--- src/hdl/lbap_pkg.sv ---
`timescale 1ns / 1ps
// Shared types, constants and lookup functions for the bus address programmer.
// No dependencies; every other file imports this package.
package lbap_pkg;

  localparam int CFG_IDX_W = 2;
  localparam int CFG_DATA_W = 8;

  localparam logic [CFG_IDX_W-1:0] CFG_POWER_UP = 2'd0;
  localparam logic [CFG_IDX_W-1:0] CFG_LOGIN_TIMEOUT = 2'd1;
  localparam logic [CFG_IDX_W-1:0] CFG_SHOW = 2'd2;
  localparam logic [CFG_IDX_W-1:0] CFG_BLINK = 2'd3;

  localparam logic [7:0] POWER_UP_RESET = 8'd10;
  localparam logic [4:0] LOGIN_TIMEOUT_RESET = 5'd15;
  localparam logic [7:0] SHOW_RESET = 8'd20;
  localparam logic [3:0] BLINK_RESET = 4'd10;

  localparam logic [7:0] ADDR_LOGIN = 8'hFE;
  localparam logic [7:0] ADDR_DTR0 = 8'hA3;
  localparam logic [7:0] ADDR_BCAST_CMD = 8'hFF;
  localparam logic [7:0] CMD_STORE_SHORT = 8'h80;
  localparam logic [7:0] CMD_QUERY_LEVEL = 8'hA0;
  localparam logic [7:0] RX_NO_ANSWER = 8'hFF;
  localparam logic [7:0] LOGIN_REPLY = 8'h50;
  localparam logic [7:0] MAX_ADDR = 8'd63;

  localparam logic [5:0] LED_OFF = 6'h00;
  localparam logic [5:0] LED_ERROR = 6'h01;
  localparam logic [5:0] LED_BUSY = 6'h02;
  localparam logic [5:0] LED_STORED = 6'h04;
  localparam logic [5:0] LED_CHECK_FAIL = 6'h08;
  localparam logic [5:0] LED_CHECKING = 6'h10;
  localparam logic [5:0] LED_CHECK_OK = 6'h20;

  localparam logic [2:0] LOGIN_LEN = 3'd5;
  localparam logic [2:0] LOGIN_WAITING = 3'd6;
  localparam logic [2:0] LOGIN_TIMED_OUT = 3'd7;

  localparam logic [2:0] DIM_LAST = 3'd5;

  localparam int QUEUE_DEPTH = 4;
  localparam int QPTR_W = $clog2(QUEUE_DEPTH);
  localparam int QCNT_W = $clog2(QUEUE_DEPTH + 1);

  typedef enum logic [1:0] {
    JOB_NONE,
    JOB_ONE,
    JOB_STORE,
    JOB_DIM
  } job_kind_t;

  typedef struct packed {
    job_kind_t  kind;
    logic [7:0] addr;
    logic [7:0] cmd;
    logic [5:0] led;
    logic       relay;
  } job_t;

  function automatic logic [7:0] login_char(input logic [2:0] idx);
    logic [7:0] c;
    unique case (idx)
      3'd0: c = 8'h50;
      3'd1: c = 8'h41;
      3'd2: c = 8'h52;
      3'd3: c = 8'h41;
      3'd4: c = 8'h4D;
      default: c = 8'h00;
    endcase
    return c;
  endfunction

  function automatic logic [7:0] dim_level(input logic [2:0] idx);
    logic [7:0] l;
    unique case (idx)
      3'd0: l = 8'd254;
      3'd1: l = 8'd243;
      3'd2: l = 8'd230;
      3'd3: l = 8'd203;
      3'd4: l = 8'd180;
      3'd5: l = 8'd144;
      default: l = 8'd0;
    endcase
    return l;
  endfunction

endpackage

--- src/hdl/lbap_queue.sv ---
`timescale 1ns / 1ps
// Short job queue between the sequencer and the frame emitter.
// Depends on lbap_pkg.
module lbap_queue import lbap_pkg::*; (
  input  logic clk,
  input  logic rst,
  input  job_t push_job,
  input  logic push_valid,
  output logic push_ready,
  output job_t pop_job,
  output logic pop_valid,
  input  logic pop_ready
);

  job_t              mem [QUEUE_DEPTH];
  logic [QPTR_W-1:0] wr_ptr;
  logic [QPTR_W-1:0] rd_ptr;
  logic [QCNT_W-1:0] count;
  logic              push;
  logic              pop;

  assign push_ready = (count != QCNT_W'(QUEUE_DEPTH));
  assign pop_valid = (count != '0);
  assign pop_job = mem[rd_ptr];
  assign push = push_valid & push_ready;
  assign pop = pop_valid & pop_ready;

  always_ff @(posedge clk) begin
    if (push) mem[wr_ptr] <= push_job;
  end

  always_ff @(posedge clk) begin
    if (rst) begin
      wr_ptr <= '0;
      rd_ptr <= '0;
      count <= '0;
    end else begin
      if (push) wr_ptr <= wr_ptr + QPTR_W'(1);
      if (pop) rd_ptr <= rd_ptr + QPTR_W'(1);
      if (push && !pop) count <= count + QCNT_W'(1);
      else if (pop && !push) count <= count - QCNT_W'(1);
    end
  end

endmodule

--- config.mk ---
export PLATFORM = sky130hd
export DESIGN_NAME = lbap_queue
export DESIGN_NICKNAME = d
export VERILOG_FILES = /design/src/hdl/lbap_pkg.sv /design/src/hdl/lbap_queue.sv
export SDC_FILE = /design/constraint.sdc
export NUM_CORES = 1
export LEC_CHECK = 0
export BUFFER_PORTS_ARGS = -buffer_cell sky130_fd_sc_hd__buf_2
export CORE_AREA = 2 2 105 107
export DETAILED_ROUTE_END_ITERATION = 7
export DIE_AREA = 0 0 107 109
export HOLD_SLACK_MARGIN = 0.15
export MAX_ROUTING_LAYER = met4
export SYNTH_ARGS = -nofsm -noshare
export SYNTH_HDL_FRONTEND = slang
export SYNTH_SLANG_ARGS = --single-unit
export TNS_END_PERCENT = 100
--- constraint.sdc ---
create_clock -name clk -period 2.44 [get_ports clk]
set_input_delay 0.366 -clock clk [delete_from_list [all_inputs] [get_ports clk]]
set_output_delay 0.366 -clock clk [all_outputs]
set_load 0.05 [all_outputs]
==> flow_metrics.py <==
metrics = {
    "synth": {
        "ys_async_sr_fraction_pct": 0,
        "synth_ff_type": "edfxtp_1",
        "synth-seq-cells": 109,
        "syn_area_um2": 4131,
        "avgSynthCellArea_um2": 23.08,
        "synthTopCellsByCount": "edfxtp_1 (100), mux4_2 (20), dfxtp_1 (9)",
        "seq_area_frac_synth_pct": 77.04,
        "synth-edff-count": 100,
        "netlist_instances": 179,
        "yosys_warnings": 0,
        "synth_top_cells_by_area": "edfxtp_1 (73%), mux4_2 (11%), dfxtp_1 (4.4%)",
        "synth.net_count": 214,
        "synth.most_common_cell": "edfxtp_1",
        "netlist.top_cell.by_area": "edfxtp_1",
        "synth_top_cell_area_share_pct": 72.68,
        "yosysUniqueCellTypes": 26,
    },
    "critical_path": {
        "critical_path_cell_count": 3,
        "path_buf_inv": 2,
        "slowest_delay_ps": 530,
        "worstSetupPathType": "reg -> out",
        "crit_chain": "buf_4 -> mux4_2 -> buf_2",
        "crit_path_end_kind": "output pin",
        "cp-start-kind": "register",
        "critical_path_arrival_ps": 1880,
        "crit_fanout": 8,
        "required_ps": 2070,
        "crit_family": "multiplexers",
        "slowest_stage": "mux4_2",
        "rr_worst_depth": 8,
    },
    "clock_tree": {
        "clk_pin_slew_worst_paths_ps": 100,
        "clk_path_buf_depth": 2,
        "cts_resized": 0,
        "clkLatencyLatePin_ps": 350,
        "cts.sinks": 109,
        "clock-root-buffer": "clkbuf_8",
        "cts_inserted_buffers": 9,
        "cts-hold-fix-buffers": 0,
        "cts_tree": "done",
        "post_cts_buffers": 0,
        "htree_levels": 3,
    },
    "grt": {
        "grtUsageTotal_pct": 12.70,
        "grt_max_degree": 26,
        "grt_pass1_wl_mm": 10.38,
        "gr-total-overflow": 0,
        "antenna_found_initial": 0,
        "grt_pass1_vias": 1986,
    },
    "floorplan": {
        "die_h_um": 109,
        "die_x_um": 107,
        "die_area_um2": 11660,
        "core_area_um2": 10600,
        "io_pins": 56,
        "num_rows": 38,
        "start_util_pct": 38.97,
    },
    "final_layout": {
        "fin_nets": 280,
        "diodes": 0,
        "area_delta_synth_final_pct": 15.20,
        "instances_no_fill": 390,
        "layout-drive-gt1-share_pct": 39.60,
    },
    "job": {
        "drv_cap": 0,
    },
    "placed_design": {
        "pre_cts_ws_ps": 338.6,
        "port_buffers": 55,
        "place.gp.congestion": 0.6691,
        "dpl.cell_count": 374,
        "hpwl_mm": 4.136,
    },
    "timing": {
        "skew_ps": 8.128,
        "tightest_slew_ps": 400.6,
        "fin_crit_sh_pct": 92.19,
        "report.final.hold_viol_count": 0,
        "setup-violations-final": 0,
        "finalWorstSetupSlack_ps": 190.7,
        "rsz0062_at_grt": "no",
        "slew_viol_final": 0,
        "max_slew_margin_pct": 73.29,
        "max_freq_ghz": 0.4446,
        "setup_tns_ps": 0,
        "fin_crit_ps": 2249,
    },
    "power": {
        "power.leakage_uw": 0.001624,
        "p_total_uw": 5196,
        "powerDensity_nw_per_um2": 1092,
        "ir_drop_uv": 539.6,
    },
    "routing": {
        "drc": 0,
        "viasPerCell": 4.856,
        "dr_total_vias": 1894,
        "totalWireLength_mm": 6.702,
        "drt_iter0_markers": 89,
        "routedWlPerCell_um": 17.18,
        "dr.pass1.iters": 4,
        "ant_nets": 0,
    },
    "hold_path": {
        "hold_class": "in -> reg",
        "hold_depth": 1,
    },
    "outcome": {
        "status": "finished, final reports clean",
    },
}
## area by class of cell
class / instances / area, um^2
Clock buffer: 13 / 160.2
Clock inverter: 3 / 21.27
Fill cell: 921 / 5843
Inverter: 3 / 11.26
Multi-Input combinational cell: 60 / 867.1
Sequential cell: 109 / 3184
Tap cell: 140 / 175.2
Timing Repair Buffer: 62 / 340.3
## through the flow
stage / cell area (um^2) / hold slack (ps) / util [%]
after global placement: 4578 / 500.5 / 43.18
after global routing: 4760 / 200.7 / 44.89
after detailed placement: 4578 / 513.2 / 43.18
final: 4760 / 223.2 / 44.89
after floorplan: 4131 / 464.9 / -
after CTS: 4760 / 197.0 / 44.89
## cell usage in the layout, fill, tap and decap left out, drive strengths merged
master / count
clkinvlp: 1
inv: 3
dfxtp: 9
clkbuf: 13
xor2: 4
fa: 1
ha: 5
a21oi: 1
nor2: 8
a21boi: 1
mux2i: 2
mux4: 25
clkinv: 2
o31ai: 1
mux2: 1
o21ai: 1
o311ai: 1
nand2b: 2
edfxtp: 100
buf: 62
or3: 2
and2: 4
nand2: 1
## worst reg2reg max path, cell delays in order, from the launching register on
cell and delay, ps:
dfxtp_1 480, nor2_2 90, a21boi_4 240, ha_1 220
inv_1 60, fa_1 380, xor2_1 160, or3_1 300
a21oi_1 130
## cells by family (layout without fill, tap and decap cells)
family,count (synthesis),in the layout,share of synthesized area (%)
simple gates,17,17,2.090
buf+inv,10,81,1.968
xor+xnor,4,4,0.8479
fa+ha+maj,6,6,1.999
mux,28,28,14.84
flops,109,109,77.04
compound gates,5,5,1.211
## per-layer routing
| metal | share of wire, % | vias up | global-route usage, % |
|---|---|---|---|
| li1 | - | 861 | - |
| met1 | 43 | 968 | 15.39 |
| met2 | 50 | 57 | 20.70 |
| met3 | 5.7 | 8 | 3.527 |
| met4 | 1.1 | 0 | 4.453 |
| met5 | 0 | - | - |
## final timing paths
path / startpoint / to / slack (ps)
hold / removal: push_job[18] / mem[0][18]$_DFFE_PP_ / 220
hold reg to reg: wr_ptr[1]$_SDFFE_PP0P_ / wr_ptr[1]$_SDFFE_PP0P_ / 540
setup / recovery: register / pop_job[3] / 190
setup reg to reg: count[0]$_SDFFE_PP0P_ / count[2]$_SDFFE_PP0P_ / 320
## flip-flops by register name (all words and copies together) (netlist names), named ones only
| signal | flops |
|---|---|
| count | 3 |
| rd_ptr | 2 |
| wr_ptr | 2 |
| mem | 100 |
## power by group
| group | switching, uW | internal (uW) | leakage [uW] |
|---|---|---|---|
| Clock | 543 | 435 | 0.0000888 |
| Combinational | 1230 | 602 | 0.000544 |
| Sequential | 112 | 2270 | 0.000991 |
| Total | 1890 | 3310 | 0.00162 |
No activity file was read; power rests on OpenSTA's default activity.
