--- src/hdl/lbap_pkg.sv ---
`timescale 1ns / 1ps
// Shared types, constants and lookup functions for the bus address programmer.
// No dependencies; every other file imports this package.
package lbap_pkg;

  localparam int CFG_IDX_W = 2;
  localparam int CFG_DATA_W = 8;

  localparam logic [CFG_IDX_W-1:0] CFG_POWER_UP = 2'd0;
  localparam logic [CFG_IDX_W-1:0] CFG_LOGIN_TIMEOUT = 2'd1;
  localparam logic [CFG_IDX_W-1:0] CFG_SHOW = 2'd2;
  localparam logic [CFG_IDX_W-1:0] CFG_BLINK = 2'd3;

  localparam logic [7:0] POWER_UP_RESET = 8'd10;
  localparam logic [4:0] LOGIN_TIMEOUT_RESET = 5'd15;
  localparam logic [7:0] SHOW_RESET = 8'd20;
  localparam logic [3:0] BLINK_RESET = 4'd10;

  localparam logic [7:0] ADDR_LOGIN = 8'hFE;
  localparam logic [7:0] ADDR_DTR0 = 8'hA3;
  localparam logic [7:0] ADDR_BCAST_CMD = 8'hFF;
  localparam logic [7:0] CMD_STORE_SHORT = 8'h80;
  localparam logic [7:0] CMD_QUERY_LEVEL = 8'hA0;
  localparam logic [7:0] RX_NO_ANSWER = 8'hFF;
  localparam logic [7:0] LOGIN_REPLY = 8'h50;
  localparam logic [7:0] MAX_ADDR = 8'd63;

  localparam logic [5:0] LED_OFF = 6'h00;
  localparam logic [5:0] LED_ERROR = 6'h01;
  localparam logic [5:0] LED_BUSY = 6'h02;
  localparam logic [5:0] LED_STORED = 6'h04;
  localparam logic [5:0] LED_CHECK_FAIL = 6'h08;
  localparam logic [5:0] LED_CHECKING = 6'h10;
  localparam logic [5:0] LED_CHECK_OK = 6'h20;

  localparam logic [2:0] LOGIN_LEN = 3'd5;
  localparam logic [2:0] LOGIN_WAITING = 3'd6;
  localparam logic [2:0] LOGIN_TIMED_OUT = 3'd7;

  localparam logic [2:0] DIM_LAST = 3'd5;

  localparam int QUEUE_DEPTH = 4;
  localparam int QPTR_W = $clog2(QUEUE_DEPTH);
  localparam int QCNT_W = $clog2(QUEUE_DEPTH + 1);

  typedef enum logic [1:0] {
    JOB_NONE,
    JOB_ONE,
    JOB_STORE,
    JOB_DIM
  } job_kind_t;

  typedef struct packed {
    job_kind_t  kind;
    logic [7:0] addr;
    logic [7:0] cmd;
    logic [5:0] led;
    logic       relay;
  } job_t;

  function automatic logic [7:0] login_char(input logic [2:0] idx);
    logic [7:0] c;
    unique case (idx)
      3'd0: c = 8'h50;
      3'd1: c = 8'h41;
      3'd2: c = 8'h52;
      3'd3: c = 8'h41;
      3'd4: c = 8'h4D;
      default: c = 8'h00;
    endcase
    return c;
  endfunction

  function automatic logic [7:0] dim_level(input logic [2:0] idx);
    logic [7:0] l;
    unique case (idx)
      3'd0: l = 8'd254;
      3'd1: l = 8'd243;
      3'd2: l = 8'd230;
      3'd3: l = 8'd203;
      3'd4: l = 8'd180;
      3'd5: l = 8'd144;
      default: l = 8'd0;
    endcase
    return l;
  endfunction

endpackage

--- src/hdl/lbap_if.sv ---


interface lbap_result_if;
  logic       valid;
  logic       ready;
  logic       frame_valid;
  logic [7:0] frame_address;
  logic [7:0] frame_command;
  logic [5:0] led_pattern;
  logic       relay_on;
  logic       last_result;

  modport source(output valid, frame_valid, frame_address, frame_command,
                 led_pattern, relay_on, last_result, input ready);
  modport sink(input valid, frame_valid, frame_address, frame_command,
               led_pattern, relay_on, last_result, output ready);
endinterface

--- src/hdl/lbap_back.sv ---
`timescale 1ns / 1ps
// Back end: expands each job into one, two or six result items through a
// registered output stage. Depends on lbap_pkg and lbap_if.
module lbap_back import lbap_pkg::*; (
  input  logic          clk,
  input  logic          rst,
  input  job_t          job,
  input  logic          job_valid,
  output logic          job_ready,
  lbap_result_if.source result
);

  job_t       cur;
  logic       cur_valid;
  logic [2:0] idx;
  logic       advance;
  logic       is_last;
  logic       fv_next;
  logic [7:0] addr_next;
  logic [7:0] cmd_next;
  logic       relay_next;

  always_comb begin
    fv_next = 1'b1;
    addr_next = cur.addr;
    cmd_next = cur.cmd;
    relay_next = cur.relay;
    unique case (cur.kind)
      JOB_NONE: begin
        fv_next = 1'b0;
        addr_next = 8'h00;
        cmd_next = 8'h00;
        is_last = 1'b1;
      end
      JOB_ONE: is_last = 1'b1;
      JOB_STORE: is_last = (idx == 3'd1);
      JOB_DIM: begin
        cmd_next = dim_level(idx);
        is_last = (idx == DIM_LAST);
        if (is_last) relay_next = 1'b0;
      end
      default: is_last = 1'b1;
    endcase
  end

  assign advance = cur_valid & (~result.valid | result.ready);
  assign job_ready = ~cur_valid | (advance & is_last);

  always_ff @(posedge clk) begin
    if (rst) begin
      cur_valid <= 1'b0;
      idx <= 3'd0;
      result.valid <= 1'b0;
    end else begin
      if (job_ready) begin
        cur_valid <= job_valid;
        idx <= 3'd0;
      end else if (advance) begin
        idx <= idx + 3'd1;
      end
      if (advance) result.valid <= 1'b1;
      else if (result.ready) result.valid <= 1'b0;
    end
  end

  always_ff @(posedge clk) begin
    if (job_ready) cur <= job;
    if (advance) begin
      result.frame_valid <= fv_next;
      result.frame_address <= addr_next;
      result.frame_command <= cmd_next;
      result.led_pattern <= cur.led;
      result.relay_on <= relay_next;
      result.last_result <= is_last;
    end
  end

endmodule

--- src/flat_wrapper.sv ---
// flat-port wrapper written by rule: the top's interface ports become plain ports
module lbap_back_flat import lbap_pkg::*;
  (clk, rst, job, job_valid, job_ready, result_valid, result_frame_valid, result_frame_address, result_frame_command, result_led_pattern, result_relay_on, result_last_result, result_ready);
  lbap_result_if result_i ();
  input  logic clk;
  input  logic rst;
  input  job_t job;
  input  logic job_valid;
  output logic job_ready;
  output wire logic [$bits(result_i.valid)-1:0] result_valid;
  output wire logic [$bits(result_i.frame_valid)-1:0] result_frame_valid;
  output wire logic [$bits(result_i.frame_address)-1:0] result_frame_address;
  output wire logic [$bits(result_i.frame_command)-1:0] result_frame_command;
  output wire logic [$bits(result_i.led_pattern)-1:0] result_led_pattern;
  output wire logic [$bits(result_i.relay_on)-1:0] result_relay_on;
  output wire logic [$bits(result_i.last_result)-1:0] result_last_result;
  input wire logic [$bits(result_i.ready)-1:0] result_ready;
  assign result_valid = result_i.valid;
  assign result_frame_valid = result_i.frame_valid;
  assign result_frame_address = result_i.frame_address;
  assign result_frame_command = result_i.frame_command;
  assign result_led_pattern = result_i.led_pattern;
  assign result_relay_on = result_i.relay_on;
  assign result_last_result = result_i.last_result;
  assign result_i.ready = result_ready;
  lbap_back u_core (.clk(clk), .rst(rst), .job(job), .job_valid(job_valid), .job_ready(job_ready), .result(result_i));
endmodule
--- config.mk ---
export PLATFORM = sky130hd
export DESIGN_NAME = lbap_back_flat
export DESIGN_NICKNAME = d
export VERILOG_FILES = /design/src/hdl/lbap_pkg.sv /design/src/hdl/lbap_if.sv /design/src/hdl/lbap_back.sv /design/src/flat_wrapper.sv
export SDC_FILE = /design/constraint.sdc
export NUM_CORES = 1
export LEC_CHECK = 0
export BUFFER_PORTS_ARGS = -buffer_cell sky130_fd_sc_hd__buf_4
export CORE_ASPECT_RATIO = 0.7
export CORE_MARGIN = 10
export CORE_UTILIZATION = 45
export CTS_CLUSTER_SIZE = 25
export DETAILED_ROUTE_END_ITERATION = 6
export PLACE_DENSITY = 0.82
export REMOVE_ABC_BUFFERS = 1
export SKIP_CTS_REPAIR_TIMING = 1
export SLEW_MARGIN = 40
export SYNTH_ARGS = -nofsm -noshare
export SYNTH_HDL_FRONTEND = slang
export SYNTH_SLANG_ARGS = --single-unit
--- constraint.sdc ---
create_clock -name clk -period 3.41 [get_ports clk]
set_input_delay 0.682 -clock clk [delete_from_list [all_inputs] [get_ports clk]]
set_output_delay 0.682 -clock clk [all_outputs]
set_load 0.01 [all_outputs]
==> results of run 1 <==
-- per-stage QoR --
| step | util [%] | setup WS, ps | power [mW] | TNS (ps) | area, um2 |
|---|---|---|---|---|---|
| 2_1_floorplan | - | -120 | 0.930 | -120 | 2060 |
| 3_5_place_dp | 58.2 | 1300 | 1.03 | 0 | 2560 |
| 5_1_grt | 60.1 | 843 | 1.41 | 0 | 2650 |
| 4_1_cts | 60.1 | 945 | 1.36 | 0 | 2650 |
| 3_3_place_gp | 58.2 | 1370 | 1.02 | 0 | 2560 |
| 6_report | 60.1 | 966 | 1.35 | 0 | 2650 |
-- registers in the layout, indices dropped and copies added (netlist names) --
name,count
u_core.cur,25
u_core.result.frame_address,8
u_core.result.frame_command,8
u_core.result.led_pattern,6
u_core.idx,3
u_core.cur_valid,1
u_core.result.frame_valid,1
u_core.result.last_result,1
u_core.result.relay_on,1
u_core.result.valid,1
-- where the power goes --
part           switching [mW]  internal (mW)
combinational          0.0917         0.0863
sequential             0.0199          0.813
clock                   0.191          0.144
total                   0.303           1.04
-- final cells by class --
class | count | area, um2
inverter | 11 | 41.3
multi-input combinational | 57 | 425
clock inverter | 1 | 5.00
sequential | 55 | 1600
tap | 55 | 68.8
fill | 344 | 1760
timing repair buffer | 57 | 428
clock buffer | 7 | 76.3
-- synth_stat cells, types with 2 or more instances --
cell type                  instances  area, um2
sky130_fd_sc_hd__a21oi_1           2       10.0
sky130_fd_sc_hd__a22o_1            2       17.5
sky130_fd_sc_hd__dfxtp_1           5        100
sky130_fd_sc_hd__edfxtp_1         50       1500
sky130_fd_sc_hd__ha_1              8        100
sky130_fd_sc_hd__inv_1            11       41.3
sky130_fd_sc_hd__nand2_1           9       33.8
sky130_fd_sc_hd__nor2_1            5       18.8
sky130_fd_sc_hd__nor2b_1          10       62.6
sky130_fd_sc_hd__o211ai_1          2       15.0
sky130_fd_sc_hd__o21ai_0           6       30.0
sky130_fd_sc_hd__o31ai_2           3       37.5
-- worst min path at each step --
stage	start	endpoint	slack [ps]
floorplan	u_core.cur[1]	u_core.result.led_pattern[0]	400
global placement	u_core.cur[6]	u_core.result.led_pattern[5]	400
detailed placement	u_core.cur[4]	u_core.result.led_pattern[3]	420
CTS	u_core.cur[4]	u_core.result.led_pattern[3]	430
global route	u_core.cur[4]	u_core.result.led_pattern[3]	430
finish	u_core.cur[4]	u_core.result.led_pattern[3]	430
-- cells by family (layout without fill, tap and decap cells) --
kind of cell    after synthesis  after routing
buf+inv                      13             76
compound gates               20             20
flops                        55             55
fa+ha+maj                     8              8
simple gates                 28             28
mux                           1              1
-- routing by layer --
layer  track usage, %  vias up
met5                0        -
met4             3.75        0
met3             6.09        5
met2             14.3       40
met1             12.6      535
li1                 -      576
==> results.md, run 1 <==
Outcome:
- The flow ran to the end, and the final reports show no timing, DRC or antenna violations.

Cells and area:
- The number of nets in the final layout is around 220.
- The layout overhead on the synthesized area is 27.4%.
- The number of antenna repair diodes is 0.
- Leaving out fill and tap cells, the most frequent cell in the layout is sky130_fd_sc_hd__buf_4.
- In the layout the commonest cells are sky130_fd_sc_hd__buf_4, sky130_fd_sc_hd__edfxtp_1, sky130_fd_sc_hd__inv_1.
- The fraction of final layout cells sized beyond drive strength 1 is between 30% and 40%.
- The final non-filler cell total is ~240.

STA:
- For the final database, setup skew stands at about 7 ps.
- The relative slew slack is a little under three fifths.
- The number of endpoints with negative hold slack in the final report is 0.
- After layout, the minimum clock period comes to around 2400 ps.
- Hold is met by around 430 ps.
- Setup repair after global routing left no endpoint under its margin.
- The actual transition at the worst max-transition pin is 632 ps.
- The worst path uses between 70% and 80% of the clock period.
- The number of setup violations in the final report is 0.
- The final-report max-slew violation count came to 0.
- The highest clock rate is 409 MHz.

Worst setup path:
- The worst register-to-register path begins at u_core.cur[23].
- The critical path starts at u_core.cur[24].
- Data on the critical path arrives at its endpoint at between 1500 and 2000 ps.
- In this run the critical register-to-register path is captured at u_core.result.frame_command[6].
- The most critical setup path has its endpoint at job_ready.
- The gate family responsible for the most delay along the worst path is flip-flops.
- The number of cells on the worst reg-to-reg path is 5.
- The required time of the worst setup path is between 2000 and 3000 ps.
- The stage delay of the slowest cell on the critical path is 440 ps.
- The count of buffering cells on the critical path with inverters included is 1.
- Walking the worst path, the cells encountered are ha_1, mux2_4, a21oi_1, o21ai_2, buf_4.
- The class of the most critical setup path is flip-flop to output port.
- On the critical path, the stage with the largest delay is an instance of sky130_fd_sc_hd__edfxtp_1.
- The kind of end point of the critical path is an output port.
- STA classifies the critical path startpoint as a flip-flop.
- In this run the register-to-register setup slack is 1450 ps.
- Along the worst path, the maximum fanout reaches 5.
- The depth of the critical timing path with buffers and inverters included is 5.

Detailed routing:
- The count of nets left with antenna violations once routing finished came out at 0.
- The amount of wire on met3 after detailed routing is approximately 430 um.
- Detailed routing inserted a total of roughly 1200 vias.
- In the final routing, the length of wire on met1 measures ~1700 um.
- Before antenna repair, the detailed router went through 4 iterations.
- The iteration-0 DRC count of the detailed router is 55.
- The total detailed-routing wirelength is ~3900 um.
- In the final routed layout, each cell accounts on average for roughly 16 um.
- The detailed-route vias per instance is between 4 and 5.
- In the routed design, unresolved DRC markers number 0.
- The topmost layer with routed signal wires is met4.
- The amount of wire on met2 after detailed routing is around 1800 um.

Logic synthesis:
- During synthesis, Yosys emitted a total of 0 warnings.
- The combined area of all synthesized cells is 2080 um2.
- Of the total synthesized cell area, the portion taken by XOR and XNOR cells is 0%.
- Summing the areas of all compound-gate instances in the mapped netlist gives between 7 and 8% of the synthesized area.
- The number of different library cells used by synthesis comes to 24.
- The synthesized area per cell is 16.6 um2.
- The cell count after synthesis is about 130.
- The number of synthesized flops with an enable pin is 50.
- Of the total synthesized cell area, the portion taken by AND, OR, NAND and NOR gates is around 7%.
- The most used flip-flop cell after synthesis is sky130_fd_sc_hd__edfxtp_1.
- Counting flops and latches in the post-synthesis netlist gives 55.
- By area, the combinational part of the netlist is dominated by compound AO/OA/AOI/OAI gates.
- After synthesis, flip-flops and latches occupy around 77% of the total area.
- The adder-cell share of the synthesized area is 4.82%.
- The mux share of post-synthesis cell area is less than 1%.
- The share of synthesized registers carrying an async set or reset is 0%.

Floorplan:
- The initial cell density of the core is 47.2%.
- The die width is ~100 um.
- The placeable core region is 4400 um2.
- The number of placed I/O pins is 56.
- The die covers 7780 um2.
- The row count is 20.
- The die span in y is around 77 um.

Pwr:
- The total power divided by cell area is between 500 and 600 nW/um2.
- The worst voltage drop across the vdd grid is 271 uV.
- Summed over all cells, the static leakage comes to 1.07 nW.

Placed design:
- The count of input and output buffers is 55.
- Once detailed placement completed, the half-perimeter wirelength came to approximately 3000 um.
- The total placed cells including tap cells is between 200 and 250.
- At the end of routability-driven placement, the weighted congestion stood at 0.777.

Global routing:
- The initial antenna violation count is 0.
- The final global-route overflow total is 0.
- Global routing used 10.2% of the available tracks across all layers.
- The number of global-route vias before repair is roughly 1200.
- The maximum number of pins on one net before global-route repair is 26.
- The global-route wire length before repair is slightly above 6000 um.

Worst hold path:
- The min-delay analysis places its worst path in the category flip-flop to flip-flop.
- The number of cells on the worst hold path is 0.

CTS:
- The clock tree buffer depth is 2.
- For the worst-skew pair, the clock arrives at the later sink with an insertion delay of about 300 ps.
- The clock transition time at the flip-flop clock pins of the worst setup and hold paths is 90 ps.
- The clock tree from TritonCTS is done.
- Counting every sink on the clock net gives 55.
- The root buffer cell chosen for the clock tree is sky130_fd_sc_hd__clkbuf_8.
- Counting the buffers created by CTS gives 5.
- The H-tree depth reported by CTS is 2.

Run:
- The tool flagged a number of max-cap violations equal to 0.
Power figures use the tool's default switching activity.
==> run 2: changes to the inputs <==
--- a/config.mk
+++ b/config.mk
@@ -5,13 +5,14 @@
 export SDC_FILE = /design/constraint.sdc
 export NUM_CORES = 1
 export LEC_CHECK = 0
+export ABC_AREA = 1
 export BUFFER_PORTS_ARGS = -buffer_cell sky130_fd_sc_hd__buf_4
 export CORE_ASPECT_RATIO = 0.7
 export CORE_MARGIN = 10
 export CORE_UTILIZATION = 45
 export CTS_CLUSTER_SIZE = 25
 export DETAILED_ROUTE_END_ITERATION = 6
-export PLACE_DENSITY = 0.82
+export PLACE_DENSITY = 0.79
 export REMOVE_ABC_BUFFERS = 1
 export SKIP_CTS_REPAIR_TIMING = 1
 export SLEW_MARGIN = 40
==> constraint.sdc (replaced) <==
create_clock -name clk -period 2.4 [get_ports clk]
set_input_delay 0.48 -clock clk [delete_from_list [all_inputs] [get_ports clk]]
set_output_delay 0.48 -clock clk [all_outputs]
set_load 0.01 [all_outputs]
==> results.md, run 2 <==
STA:
- The post-route setup TNS is 0 ps (unchanged).
- The clock skew after layout is 11.8 ps (+4.77 ps).
- The relative slew slack is 73.7% (+16 points).
- Derived from the worst setup path, the maximum achievable clock frequency is around 480 MHz.
- The final-report max-slew violation count came to 0 (unchanged).
- Setup repair after global routing left no endpoint under its margin.
- The actual transition at the worst max-transition pin is 394 ps (-238 ps).
- The clock period could shrink to 2100 ps.
- The number of endpoints with negative hold slack in the final report is 0 (unchanged).
- The smallest hold slack was 314 ps (-116 ps).
- The number of setup violations in the final report came to 0 (unchanged).
- The smallest setup slack after layout is 298 ps (-668 ps).
- The post-route clock period utilization is between 80 and 90%.

Worst setup path:
- The slack of the worst reg-to-reg path was 560 ps (-890 ps).
- The most prevalent standard cell on the critical path is sky130_fd_sc_hd__nand2_1.
- The cell type of the slowest stage on the worst timing path is sky130_fd_sc_hd__edfxtp_1.
- The worst register-to-register path ends at u_core.cur[22].
- The required time of the worst setup path was 1920 ps (-810 ps).
- STA classifies the critical path startpoint as a flip-flop.
- The gate family responsible for the most delay along the worst path is flip-flops.
- The endpoint arrival time on the critical path was 1620 ps (-140 ps).
- The signal on the critical path passes through ha_1, inv_1, nand2_1, nand3_2, nand2_2, nand2_1, buf_4.
- The largest fanout on the critical path is 4 (-1).
- The worst setup path is of the flip-flop to output port kind.
- In this run the worst setup path terminates at job_ready.
- The count of buffering cells on the critical path with inverters included came to 2 (+1).
- The stage delay of the slowest cell on the critical path was 440 ps (about the same).
- The depth of the critical timing path with buffers and inverters included is 7 (+2).
- The number of cells on the worst reg-to-reg path is 7 (+2).
- The kind of end point of the critical path is an output port.
- The beginning of the worst register-to-register path is u_core.cur[23].
- The timing startpoint of the critical path is u_core.cur[23].

Floorplan:
- The number of placed I/O pins is 56 (unchanged).
- The row count is 20 (unchanged).
- The placeable core region came to 4430 um2 (+0.57%).
- The die area is 7850 um2 (+0.98%).
- The die width is 102 um (+0.51%).
- The die span in y is 77.2 um (+0.47%).
- The initial cell density of the core is 47.5% (+0.33 points).

Run:
- The max-cap check violation count came to 0 (unchanged).

CTS:
- The H-tree depth reported by CTS is 2 (unchanged).
- The number of CTS-inserted buffers is 5 (unchanged).
- The clock tree from TritonCTS is done.
- The clock transition time at the flip-flop clock pins of the worst setup and hold paths is 100 ps (about the same).
- The clock tree buffer depth came to 2 (unchanged).
- The latest clock arrival within the worst-skew pair is 310 ps (about the same).
- The sink count of the clock tree is 55 (unchanged).
- The library cell used as clock root buffer is sky130_fd_sc_hd__clkbuf_8.

Logic synthesis:
- The total number of yosys warnings is 0 (unchanged).
- The simple-gate portion of the synthesized area was 11.3% (+4.3 points).
- The post-synthesis register bit count is 55 (unchanged).
- The mux share of post-synthesis cell area is 0% (-0.72 points).
- The xor/xnor share of the synthesized area was 0.416% (+0.42 points).
- By area, the combinational part of the netlist is dominated by simple AND/OR/NAND/NOR gates.
- By count the netlist is led by sky130_fd_sc_hd__edfxtp_1, sky130_fd_sc_hd__inv_1, sky130_fd_sc_hd__nand2_1, sky130_fd_sc_hd__nor2_1, sky130_fd_sc_hd__ha_1.
- The cell count after synthesis is 149 (+19%).
- The share of synthesized registers carrying an async set or reset is 0% (unchanged).
- In the post-synthesis netlist, the cell with the most instances is sky130_fd_sc_hd__edfxtp_1.
- The fraction of synthesized cell area taken by the top area cell type is 71.4% (-0.90 points).
- In the synthesized netlist the dominant register cell turns out to be sky130_fd_sc_hd__edfxtp_1.
- The combined area of all synthesized cells is 2100 um2 (+1.3%).
- The sequential fraction of the synthesis area is 76.1% (-0.96 points).
- After synthesis, the cell types taking the most area are sky130_fd_sc_hd__edfxtp_1, sky130_fd_sc_hd__dfxtp_1, sky130_fd_sc_hd__ha_1, sky130_fd_sc_hd__inv_1, sky130_fd_sc_hd__nand2_1.
- The adder-cell share of the synthesized area is 4.76% (-0.060 points).
- The complex-gate fraction of the synthesized area is 2.38% (-5.3 points).
- The count of unique library cells instantiated by Yosys came to 22 (-8.3%).
- The synthesized area per cell is 14.1 um2 (-15%).
- The cell taking the most area after synthesis is sky130_fd_sc_hd__edfxtp_1.
- The number of synthesized flops with an enable pin came to 50 (unchanged).

Cells and area:
- Leaving out fill and tap cells, the most frequent cell in the layout is sky130_fd_sc_hd__buf_4.
- The fraction of final layout cells sized beyond drive strength 1 came to 35.4% (-2.9 points).
- The flip-flop count of the largest register, all copies and words added was 25 (unchanged).
- The post-layout utilization of the core is 60.6% (+0.51 points).
- The layout overhead on the synthesized area is 27.6%.
- The number of antenna repair diodes is 0 (unchanged).
- u_core.cur holds more flip-flops than any other register.
- The final non-filler cell total is 267 (+9.9%).
- The number of fill cells was 361 (+4.9%).
- The number of nets in the final layout is 248 (+11%).
- The library cells used most frequently in the layout, excluding fill and tap cells, are sky130_fd_sc_hd__buf_4, sky130_fd_sc_hd__edfxtp_1, sky130_fd_sc_hd__inv_1, sky130_fd_sc_hd__nand2_1, sky130_fd_sc_hd__nor2_1.
- The largest registers in the layout are u_core.cur x25, u_core.result.frame_address x8, u_core.result.frame_command x8.
- The final design instance area without fill was 2680 um2 (+1.4%).

Detailed routing:
- The iteration-0 DRC count of the detailed router came to 74 (+35%).
- The via total after detailed routing was 1194 (+3.3%).
- The iteration count of the initial detailed-routing pass is 4 (unchanged).
- The total detailed-routing wirelength is 4000 um (+1.8%).
- The number of nets with antenna violations after routing is 0 (unchanged).
- The final routed wire length divided by cell count was 15.0 um (-7.3%).
- The detailed-route vias per instance came to 4.47 (-6.0%).
- The total DRC errors in the routed layout is 0 (unchanged).

Pwr:
- The post-route total power is 2.01 mW (+49%).
- The total power divided by cell area is 750 nW/um2 (+47%).
- The worst voltage drop across the vdd grid is 479 uV (+77%).
- The leakage power summed over all cells is 1.16 nW (+8.7%).

Global routing:
- The initial antenna violation count is 0 (unchanged).
- The number of global-route vias before repair is 1306 (+6.3%).
- The total global routing track utilization is 10.5% (+0.25 points).
- The maximum number of pins on one net before global-route repair came to 28 (+7.7%).
- The global-route wire length before repair is 6440 um (+3.6%).
- The final global-route overflow total is 0 (unchanged).

Placed design:
- The count of input and output buffers was 55 (unchanged).
- The total placed cells including tap cells came to 259 (+10%).
- The pre-CTS worst setup slack is 573 ps (-727 ps).
- The last weighted congestion value of the routability-driven placer is 0.775 (-0.19%).
- The total cell area at the placement stage is 2590 um2 (+0.93%).
- The post-detailed-placement half-perimeter wirelength was 3050 um (+2.6%).

Worst hold path:
- The worst hold path class is input pin to flip-flop.

Outcome:
- The run finished with clean final reports.
==> run 2: cells by family (layout without fill, tap and decap cells) <==
| kind of cell | after synthesis | in the layout |
|---|---|---|
| buffers and inverters | 27 | 90 |
| AO/OA/AOI/OAI | 7 | 7 |
| adder cells (fa/ha/maj) | 8 | 8 |
| AND/OR/NAND/NOR | 51 | 51 |
| XOR/XNOR | 1 | 1 |
| flip-flops | 55 | 55 |
==> run 2: where the power goes <==
group / internal [mW] / switching, mW / total [mW] / leakage [nW]
combinational: 0.126 / 0.158 / 0.283 / 0.575
clock: 0.215 / 0.314 / 0.530 / 0.0491
sequential: 1.17 / 0.0306 / 1.20 / 0.534
total: 1.51 / 0.502 / 2.01 / 1.16
==> run 2: routing by layer <==
layer,share of wire [%],GRT usage (%),routed length (um),vias to the layer above
met2,44,15.4,1740,39
li1,-,-,-,619
met3,11,6.27,428,5
met4,0.70,2.56,28,0
met5,0,0,0,-
met1,45,12.7,1800,531
==> run 2: layout make-up <==
cell class	instances	area (um2)	share of cell area [%]
sequential	55	1600	59.7
timing repair buffer	57	428	15.9
multi-input combinational	67	397	14.8
inverter	25	93.8	3.50
clock buffer	5	68.8	2.56
tap	55	68.8	2.56
clock inverter	3	26.3	0.979
==> run 2: how the worst min path moves through the flow <==
stage / startpoint / end / slack, ps / cells past startpoint
2_1_floorplan: u_core.cur[1] / u_core.result.led_pattern[0] / 400 / 0
3_3_place_gp: u_core.cur[4] / u_core.result.led_pattern[3] / 400 / 0
3_5_place_dp: u_core.cur[1] / u_core.result.led_pattern[0] / 400 / 0
4_1_cts: rst / u_core.result.valid / 310 / 2
5_1_grt: rst / u_core.result.valid / 310 / 2
6_report: rst / u_core.result.valid / 310 / 2
==> run 2: worst reg2reg max path, stage by stage, from the launching register on <==
cell                       delay, ps
sky130_fd_sc_hd__edfxtp_1        440
sky130_fd_sc_hd__ha_1            270
sky130_fd_sc_hd__inv_1           150
sky130_fd_sc_hd__nand2_1          90
sky130_fd_sc_hd__nand3_2         100
sky130_fd_sc_hd__nand2_2          60
sky130_fd_sc_hd__nand2_1          80
sky130_fd_sc_hd__buf_4           310
